`src/hdl/rle_blit_pkg.sv`:
```
// Shared types and constants of the RLE sprite blitter.
`default_nettype none
package rle_blit_pkg;
    localparam int DEF_MAX_WIDTH = 256;
    localparam int DEF_MAX_HEIGHT = 256;
    localparam int DEF_SCALE_FRAC_BITS = 8;

    localparam logic [2:0] REG_ORIGIN_X = 3'd0;
    localparam logic [2:0] REG_ORIGIN_Y = 3'd1;
    localparam logic [2:0] REG_SPRITE_SIZE = 3'd2;
    localparam logic [2:0] REG_SCALE = 3'd3;
    localparam logic [2:0] REG_SHEAR = 3'd4;
    localparam logic [2:0] REG_MIRROR = 3'd5;
    localparam logic [2:0] REG_KEYS = 3'd6;
    localparam logic [2:0] REG_TARGETS = 3'd7;

    localparam logic [14:0] RUN_MASK = 15'h7FFF;
    localparam int SKIP_BIT = 15;

    typedef struct packed {
        logic start;
    } dp_cmd_t;

    typedef struct packed {
        logic busy;
        logic done;
    } dp_status_t;
endpackage
`default_nettype wire

```
`src/hdl/rle_blit_div.sv`:
```
// Restoring divider for unsigned operands, one quotient bit per cycle.
`default_nettype none
module rle_blit_div
    import rle_blit_pkg::*;
#(
    parameter int NW = 20,
    parameter int DW = 11
) (
    input  wire logic          aclk,
    input  wire logic          aresetn,
    input  wire dp_cmd_t       cmd,
    input  wire logic [NW-1:0] numer,
    input  wire logic [DW-1:0] denom,
    output dp_status_t         status,
    output logic      [NW-1:0] quot,
    output logic      [DW-1:0] remd
);
    localparam int CW = $clog2(NW + 1);
    logic [NW-1:0] q_reg, q_next;
    logic [DW-1:0] r_reg, r_next;
    logic [CW-1:0] cnt_reg, cnt_next;
    logic          busy_reg, busy_next, done_reg, done_next;
    logic [DW:0]   trial;

    always_comb begin
        q_next = q_reg;
        r_next = r_reg;
        cnt_next = cnt_reg;
        busy_next = busy_reg;
        done_next = 1'b0;
        trial = {r_reg, q_reg[NW-1]};
        if (cmd.start) begin
            q_next = numer;
            r_next = '0;
            cnt_next = CW'(NW);
            busy_next = 1'b1;
        end else if (busy_reg) begin
            q_next = {q_reg[NW-2:0], 1'b0};
            if (trial >= {1'b0, denom}) begin
                r_next = DW'(trial - {1'b0, denom});
                q_next[0] = 1'b1;
            end else begin
                r_next = DW'(trial);
            end
            cnt_next = cnt_reg - 1'b1;
            if (cnt_reg == CW'(1)) begin
                busy_next = 1'b0;
                done_next = 1'b1;
            end
        end
    end

    always_ff @(posedge aclk) begin
        q_reg <= q_next;
        r_reg <= r_next;
        if (!aresetn) begin
            cnt_reg <= '0;
            busy_reg <= 1'b0;
            done_reg <= 1'b0;
        end else begin
            cnt_reg <= cnt_next;
            busy_reg <= busy_next;
            done_reg <= done_next;
        end
    end

    assign quot = q_reg;
    assign remd = r_reg;
    assign status.busy = busy_reg;
    assign status.done = done_reg;
endmodule
`default_nettype wire

```
`src/hdl/rle_blit_ctrl.sv`:
```
// Controller: stream parsing, run state and sequencing of the pixel datapath.
`default_nettype none
module rle_blit_ctrl
    import rle_blit_pkg::*;
#(
    parameter int IW = 17
) (
    input  wire logic          aclk,
    input  wire logic          aresetn,
    input  wire logic          in_fire,
    input  wire logic [15:0]   word,
    input  wire logic          last,
    input  wire logic [IW-1:0] total,
    input  wire logic          scale_zero,
    input  wire dp_status_t    dp_st,
    input  wire logic          out_free,
    output logic               in_ready,
    output dp_cmd_t            dp_cmd,
    output logic [IW-1:0]      pix_idx,
    output logic               emit
);
    typedef enum logic [2:0] {
        ST_IDLE = 3'b001,
        ST_CALC = 3'b010,
        ST_EMIT = 3'b100
    } state_t;

    state_t        state_reg, state_next;
    logic [IW-1:0] idx_reg, idx_next;
    logic [14:0]   left_reg, left_next;
    logic [IW:0]   sum;

    assign in_ready = (state_reg == ST_IDLE);

    always_comb begin
        state_next = state_reg;
        idx_next = idx_reg;
        left_next = left_reg;
        dp_cmd.start = 1'b0;
        emit = 1'b0;
        sum = {1'b0, idx_reg} + (IW+1)'(word[14:0]);
        case (state_reg)
            ST_IDLE: begin
                if (in_fire) begin
                    if (left_reg != '0) begin
                        left_next = left_reg - 1'b1;
                        if (idx_reg < total) begin
                            idx_next = idx_reg + 1'b1;
                            if (!scale_zero) begin
                                dp_cmd.start = 1'b1;
                                state_next = ST_CALC;
                            end
                        end
                    end else if ((word[14:0] & RUN_MASK) != '0) begin
                        if (word[SKIP_BIT]) begin
                            if (idx_reg < total)
                                idx_next = (sum > {1'b0, total}) ? total : IW'(sum);
                        end else begin
                            left_next = word[14:0];
                        end
                    end
                    if (last) begin
                        idx_next = '0;
                        left_next = '0;
                    end
                end
            end
            ST_CALC: begin
                if (dp_st.done) state_next = ST_EMIT;
            end
            ST_EMIT: begin
                if (out_free) begin
                    emit = 1'b1;
                    state_next = ST_IDLE;
                end
            end
            default: state_next = ST_IDLE;
        endcase
    end

    always_ff @(posedge aclk) begin
        if (!aresetn) begin
            state_reg <= ST_IDLE;
            idx_reg <= '0;
            left_reg <= '0;
        end else begin
            state_reg <= state_next;
            idx_reg <= idx_next;
            left_reg <= left_next;
        end
    end

    // The divider samples the index only in the cycle that starts it.
    assign pix_idx = idx_reg;

`ifndef NO_ASSERTIONS
    a_emit_state: assert property (@(posedge aclk) disable iff (!aresetn)
        emit |-> state_reg == ST_EMIT) else $error("emit outside emit state");
    a_start_idle: assert property (@(posedge aclk) disable iff (!aresetn)
        dp_cmd.start |-> in_fire && left_reg != '0) else $error("start without literal");
    a_idx_bound: assert property (@(posedge aclk) disable iff (!aresetn)
        dp_cmd.start |-> idx_reg < total) else $error("pixel past total");
`endif
endmodule
`default_nettype wire

```
`src/hdl/rle_blit_dp.sv`:
```
// Datapath: color keys, column and row split, shear divide and scaling.
`default_nettype none
module rle_blit_dp
    import rle_blit_pkg::*;
#(
    parameter int IW = 17,
    parameter int WW = 9,
    parameter int HW = 9,
    parameter int FB = 8
) (
    input  wire logic          aclk,
    input  wire logic          aresetn,
    input  wire dp_cmd_t       cmd,
    input  wire logic [IW-1:0] pix_idx,
    input  wire logic [15:0]   word,
    input  wire logic [WW-1:0] w,
    input  wire logic [HW-1:0] h,
    input  wire logic signed [10:0] org_x,
    input  wire logic signed [10:0] org_y,
    input  wire logic [10:0]   scale,
    input  wire logic signed [8:0] shear,
    input  wire logic          mirror,
    input  wire logic [47:0]   keys,
    input  wire logic [47:0]   targets,
    output dp_status_t         status,
    output logic [12:0]        rx,
    output logic [12:0]        ry,
    output logic [3:0]         side,
    output logic [15:0]        color
);
    localparam int NW = HW + 9;
    typedef enum logic [2:0] {
        P_IDLE = 3'b001,
        P_DIV1 = 3'b010,
        P_DIV2 = 3'b100
    } phase_t;

    phase_t         ph_reg, ph_next;
    dp_cmd_t        c1, c2;
    dp_status_t     s1, s2;
    logic [IW-1:0]  q1;
    logic [WW-1:0]  r1;
    logic [NW-1:0]  q2, num2;
    logic [HW-1:0]  r2, den2;
    logic [15:0]    color_reg, color_next;
    logic [WW-1:0]  col;
    logic [HW-1:0]  row, row_reg;
    logic           neg;
    logic [8:0]     shabs;
    logic [NW-1:0]  shq;
    logic signed [NW+1:0] shv;
    logic [WW+11:0] cx;
    logic [HW+11:0] cy;
    logic [12:0]    rx_reg, ry_reg;
    logic [FB+3:0]  sd;
    logic           done_reg;

    rle_blit_div #(.NW(IW), .DW(WW)) u_div_col (
        .aclk, .aresetn, .cmd(c1), .numer(pix_idx), .denom(w),
        .status(s1), .quot(q1), .remd(r1));
    rle_blit_div #(.NW(NW), .DW(HW)) u_div_shear (
        .aclk, .aresetn, .cmd(c2), .numer(num2), .denom(den2),
        .status(s2), .quot(q2), .remd(r2));

    always_comb begin
        color_next = word;
        if (word == keys[15:0]) color_next = targets[15:0];
        else if (word == keys[31:16]) color_next = targets[31:16];
        else if (word == keys[47:32]) color_next = targets[47:32];
    end

    assign row = HW'(q1);
    assign col = mirror ? WW'(w - 1'b1 - r1) : r1;
    assign neg = shear[8];
    assign shabs = neg ? 9'(-shear) : shear;
    assign num2 = NW'(h - 1'b1 - row) * NW'(shabs);
    assign den2 = (h > HW'(1)) ? HW'(h - 1'b1) : HW'(1);
    // Sign-magnitude divide gives truncation toward zero.
    assign shq = q2;
    assign shv = neg ? -$signed({2'b00, shq}) : $signed({2'b00, shq});
    assign cx = ((WW+12)'(col) * (WW+12)'(scale)) >> FB;
    assign cy = ((HW+12)'(row_reg) * (HW+12)'(scale)) >> FB;
    assign sd = (FB+4)'((scale + (12'd1 << FB) - 1'b1) >> FB);

    always_comb begin
        ph_next = ph_reg;
        c1.start = 1'b0;
        c2.start = 1'b0;
        case (ph_reg)
            P_IDLE: if (cmd.start) begin
                c1.start = 1'b1;
                ph_next = P_DIV1;
            end
            P_DIV1: if (s1.done) begin
                c2.start = 1'b1;
                ph_next = P_DIV2;
            end
            P_DIV2: if (s2.done) ph_next = P_IDLE;
            default: ph_next = P_IDLE;
        endcase
    end

    always_ff @(posedge aclk) begin
        if (cmd.start) color_reg <= color_next;
        if (s1.done) row_reg <= row;
        if (s1.done) rx_reg <= 13'(cx);
        if (s2.done) begin
            rx <= 13'(rx_reg + 13'(org_x) + 13'(shv));
            ry <= 13'(13'(cy) + 13'(org_y));
        end
        if (!aresetn) begin
            ph_reg <= P_IDLE;
            done_reg <= 1'b0;
        end else begin
            ph_reg <= ph_next;
            done_reg <= s2.done;
        end
    end

    assign color = color_reg;
    assign side = (scale <= (11'd1 << FB)) ? 4'd1 : (sd > 15 ? 4'd15 : 4'(sd));
    assign status.busy = (ph_reg != P_IDLE);
    assign status.done = done_reg;
endmodule
`default_nettype wire

```
`src/hdl/rle_sprite_keyed_scaled_shear_blit.sv`:
```
// Top level of the keyed, mirrored, sheared and scaled RLE sprite blitter.
// Tokens and pixels outside the sprite are accepted at one item per cycle.
// A drawn pixel passes through two bit-serial dividers in turn (column split, then
// shear divide), then waits in the emit state until the result register is free.
// One item is in flight at a time; a stalled result output holds back the next item.
// Reset (synchronous, active low) clears position, run count and registers to defaults.
`default_nettype none
module rle_sprite_keyed_scaled_shear_blit
    import rle_blit_pkg::*;
#(
    parameter int MAX_WIDTH = DEF_MAX_WIDTH,
    parameter int MAX_HEIGHT = DEF_MAX_HEIGHT,
    parameter int SCALE_FRAC_BITS = DEF_SCALE_FRAC_BITS
) (
    input  wire logic        aclk,
    input  wire logic        aresetn,
    input  wire logic        s_tvalid,
    output logic             s_tready,
    input  wire logic [15:0] s_tdata,   // stream_word
    input  wire logic        s_tlast,   // last_word
    output logic             m_tvalid,
    input  wire logic        m_tready,
    output logic [47:0]      m_tdata,   // rect_x, rect_y, rect_side, pixel_color, zero pad
    input  wire logic        cfg_valid,
    output logic             cfg_ready,
    input  wire logic [2:0]  cfg_index,
    input  wire logic [47:0] cfg_data
);
    localparam int WW = $clog2(MAX_WIDTH + 1);
    localparam int HW = $clog2(MAX_HEIGHT + 1);
    localparam int IW = $clog2(MAX_WIDTH * MAX_HEIGHT + 1);

    logic signed [10:0] ox_reg, oy_reg;
    logic [24:0] size_reg;
    logic [10:0] scale_reg;
    logic signed [8:0] shear_reg;
    logic        mirror_reg;
    logic [47:0] keys_reg, targets_reg;
    logic [WW-1:0] w;
    logic [HW-1:0] h;
    logic [IW-1:0] total, pix_idx;
    dp_cmd_t     dp_cmd;
    dp_status_t  dp_st;
    logic        emit, in_fire, mv_reg;
    logic [12:0] rx, ry;
    logic [3:0]  side;
    logic [15:0] color;
    logic [47:0] md_reg;

    // Registers change only between items, never under a pixel in progress.
    assign cfg_ready = s_tready && !s_tvalid;
    assign w = (size_reg[15:0] > 16'(MAX_WIDTH)) ? WW'(MAX_WIDTH) : WW'(size_reg[15:0]);
    assign h = ({7'd0, size_reg[24:16]} > 16'(MAX_HEIGHT)) ? HW'(MAX_HEIGHT)
                                                            : HW'(size_reg[24:16]);
    assign total = IW'(w) * IW'(h);
    assign in_fire = s_tvalid && s_tready;

    always_ff @(posedge aclk) begin
        if (!aresetn) begin
            ox_reg <= '0; oy_reg <= '0; size_reg <= 25'h10001;
            scale_reg <= 11'(1 << SCALE_FRAC_BITS); shear_reg <= '0; mirror_reg <= 1'b0;
            keys_reg <= '0; targets_reg <= '0;
        end else if (cfg_valid && cfg_ready) begin
            case (cfg_index)
                REG_ORIGIN_X: ox_reg <= cfg_data[10:0];
                REG_ORIGIN_Y: oy_reg <= cfg_data[10:0];
                REG_SPRITE_SIZE: size_reg <= cfg_data[24:0];
                REG_SCALE: scale_reg <= cfg_data[10:0];
                REG_SHEAR: shear_reg <= cfg_data[8:0];
                REG_MIRROR: mirror_reg <= cfg_data[0];
                REG_KEYS: keys_reg <= cfg_data;
                REG_TARGETS: targets_reg <= cfg_data;
                default: ;
            endcase
        end
    end

    rle_blit_ctrl #(.IW(IW)) u_ctrl (
        .aclk, .aresetn, .in_fire, .word(s_tdata), .last(s_tlast), .total,
        .scale_zero(scale_reg == '0), .dp_st, .out_free(!mv_reg || m_tready),
        .in_ready(s_tready), .dp_cmd, .pix_idx, .emit);

    rle_blit_dp #(.IW(IW), .WW(WW), .HW(HW), .FB(SCALE_FRAC_BITS)) u_dp (
        .aclk, .aresetn, .cmd(dp_cmd), .pix_idx, .word(s_tdata), .w, .h,
        .org_x(ox_reg), .org_y(oy_reg), .scale(scale_reg), .shear(shear_reg),
        .mirror(mirror_reg), .keys(keys_reg), .targets(targets_reg),
        .status(dp_st), .rx, .ry, .side, .color);

    always_ff @(posedge aclk) begin
        if (emit) md_reg <= {2'b00, color, side, ry, rx};
        if (!aresetn) mv_reg <= 1'b0;
        else if (emit) mv_reg <= 1'b1;
        else if (m_tready) mv_reg <= 1'b0;
    end

    assign m_tvalid = mv_reg;
    assign m_tdata = md_reg;

`ifndef NO_ASSERTIONS
    a_no_overwrite: assert property (@(posedge aclk) disable iff (!aresetn)
        emit |-> !mv_reg || m_tready) else $error("result overwritten");
    a_side_range: assert property (@(posedge aclk) disable iff (!aresetn)
        m_tvalid |-> m_tdata[29:26] != 4'd0) else $error("zero side");
    a_busy_block: assert property (@(posedge aclk) disable iff (!aresetn)
        dp_st.busy |-> !s_tready) else $error("input taken while busy");
`endif
endmodule
`default_nettype wire
```
`config.mk`:
```
export PLATFORM = sky130hd
export DESIGN_NAME = rle_sprite_keyed_scaled_shear_blit
export DESIGN_NICKNAME = d
export VERILOG_FILES = /design/src/hdl/rle_blit_pkg.sv /design/src/hdl/rle_blit_div.sv /design/src/hdl/rle_blit_ctrl.sv /design/src/hdl/rle_blit_dp.sv /design/src/hdl/rle_sprite_keyed_scaled_shear_blit.sv
export SDC_FILE = /design/constraint.sdc
export NUM_CORES = 2
export LEC_CHECK = 0
export BUFFER_PORTS_ARGS = -buffer_cell sky130_fd_sc_hd__buf_4
export CORE_ASPECT_RATIO = 0.8
export CORE_MARGIN = 2
export CORE_UTILIZATION = 53
export CTS_CLUSTER_DIAMETER = 200
export DETAILED_ROUTE_END_ITERATION = 7
export GPL_TIMING_DRIVEN = 0
export PLACE_DENSITY = 0.72
export RECOVER_POWER = 25
export SLEW_MARGIN = 25
export SYNTH_ARGS = -nofsm -noshare
export SYNTH_HDL_FRONTEND = slang
export SYNTH_HIERARCHICAL = 1
export SYNTH_SLANG_ARGS = --single-unit
```
`constraint.sdc`:
```
create_clock -name aclk -period 10.8 [get_ports aclk]
set_clock_uncertainty 0.15 [all_clocks]
set_input_delay 1.62 -clock aclk [delete_from_list [all_inputs] [get_ports aclk]]
set_output_delay 1.62 -clock aclk [all_outputs]
set_load 0.02 [all_outputs]
```
==> results.toml <==
[floorplanning]
num_rows = 82
io_pins = 124
initial_core_util_pct = 53.4
dieWidth_um = 285
core_area_um2 = 62500
die_area_um2 = 65000
die_y_um = 228

[layout]
drive_above_1_share_pct = 8.66
post-route-util_pct = 58.7
nets = 4496
area_growth_syn_to_layout_pct = 10.0

[detailed_routing]
drtIter0Drc = 2424
wl_per_cell_um = 19.0
totalWireLength_mm = 90.6
drcViolationCount = 0
vias = 26778
viasPerCell = 5.61
dr.pass1.iters = 5
final_antenna_net_count = 0

[sta]
tightest_slew_ps = 1850
final_max_slew_viol_count = 59
relSlewSlack_pct = -23.3
tns_ps = 0
finalCritPeriodShare_pct = 95.2
setup_viol = 0
fin_ws_ps = 515
rsz0062_at_grt = "false"
hold_viol_final = 0
min_period_ps = 10290
clock.fmax_mhz = 97.2
hold_slack_ps = 267

[place]
dp_slack_ps = 505
routabilityCongestion = 0.949
hpwlAfterDp_mm = 69.9
numPortBuffers = 120

[run_status]
violations = "capacitance limit, slew limit"
status = "finished with violations"

[cts]
clkSlewWorstSetupHoldPaths_ps = 60
post-cts-setup-buffer-count = 0
cts.sinks = 380
clkLatencyLatePin_ps = 600
cts_hold_buf = 0
cts_buffers = 42
clockBufferDepth = 3
cts.htree.levels = 2
cts_tree = "done"
cts_root_buf = "clkbuf_16"

[pwr]
switchingPower_mw = 2.61
intPower_mw = 3.50
peakVddDrop_mv = 0.236
clkPwrFrac_pct = 23.7
cellPowerDensity_nw_per_um2 = 166
power_frac_comb_pct = 45.8
power.leakage_nw = 16.0
netSwitchingFraction_pct = 42.7
seqPwrFrac_pct = 30.5
finalPower_mw = 6.11

[global_route]
grt_max_degree = 30
grt_pass1_vias = 26369
grt_usage_pct = 28.1
grt_pass1_wl_mm = 144
grt_antenna_before_repair = 0
overflow = 0

[hold_path]
min_path_type = "flop to flop"

[critical_path]
crit_fanout = 18
cpPeakStageDelay_ps = 630
slowest_stage = "o211a_2"
arrival_ps = 10460
critPathCaptureType = "flop"
required_ps = 10980
start_kind = "flop"
cp_common_cell = "inv_1"
worstSetupPathType = "flop to flop"

[job]
maxCapViolCount = 3

[logic_synthesis]
syn_avg_cell_area_um2 = 8.94
synth_area_um2 = 33400
ys.warnings.count = 6
syn_inst = 3733
-- worst paths after layout --
path | start | endpoint | slack (ps) | depth (start not counted)
min reg2reg | u_dp/color[12] | m_tdata[42] | 270 | 0
max reg2reg | size_reg[12] | u_dp/u_div_col/quot[7] | 510 | 30
max | size_reg[12] | u_dp/u_div_col/quot[7] | 510 | 30
min | u_dp/color[12] | m_tdata[42] | 270 | 0
-- area by class of cell --
type	count	area, um^2
multi-input cells	2663	21600
clock buffers	54	1150
repair buffers	124	897
well taps	840	1050
fillers	5566	25800
diodes	1	2.50
clock inverters	24	231
flip-flops and latches	380	9050
plain buffers	148	642
inverters	543	2040
-- metal layers --
layer	vias up	GRT usage [%]	routed length (um)
met5	-	0.221	0
li1	12641	-	-
met3	157	6.87	8980
met2	1017	43.0	39000
met1	12963	39.1	39700
met4	0	9.03	2960
-- repair_timing --
| action | CTS | global route |
|---|---|---|
| gates resized for setup | 0 | 1 |
| setup endpoints to repair | 0 | 13 |
| endpoints found under the hold margin | 0 | 0 |
-- through the flow --
stage / cell area [um^2] / std cells
finish: 36700 / 4777
global route: 36700 / 4776
CTS: 36800 / 4776
detailed placement: 35400 / 4698
global placement: 35300 / 4694
floorplan: 33400 / 3734
-- power by group through the flow --
stage / Combinational (mW) / Sequential, mW / Clock, mW
after floorplan: 1.98 / 1.82 / 0
after global placement: 2.64 / 1.89 / 0
after detailed placement: 2.68 / 1.89 / 0
after CTS: 2.70 / 1.87 / 1.47
after global routing: 3.04 / 1.88 / 1.53
final: 2.80 / 1.87 / 1.45
-- cells in the final DEF (no fill, tap or decap), types with 120 or more instances in the layout --
master,instances
ha_1,254
buf_4,120
a21boi_0,135
nor2_1,213
clkbuf_1,129
edfxtp_1,144
inv_1,537
fa_1,267
dfxtp_1,236
nand2_1,541
xnor2_1,130
-- worst max-delay path, delay by kind of cell, from the launching register on --
family / cells / cell delay, ps
AOI/OAI and AO/OA: 9 / 2710
xor gates and xnor gates: 1 / 500
adders and majority gates: 6 / 2470
buffers and inverters: 8 / 1740
DFF: 1 / 310
muxes: 1 / 410
and+or+nand+nor: 5 / 1730
(Power assumes the default switching activity.)
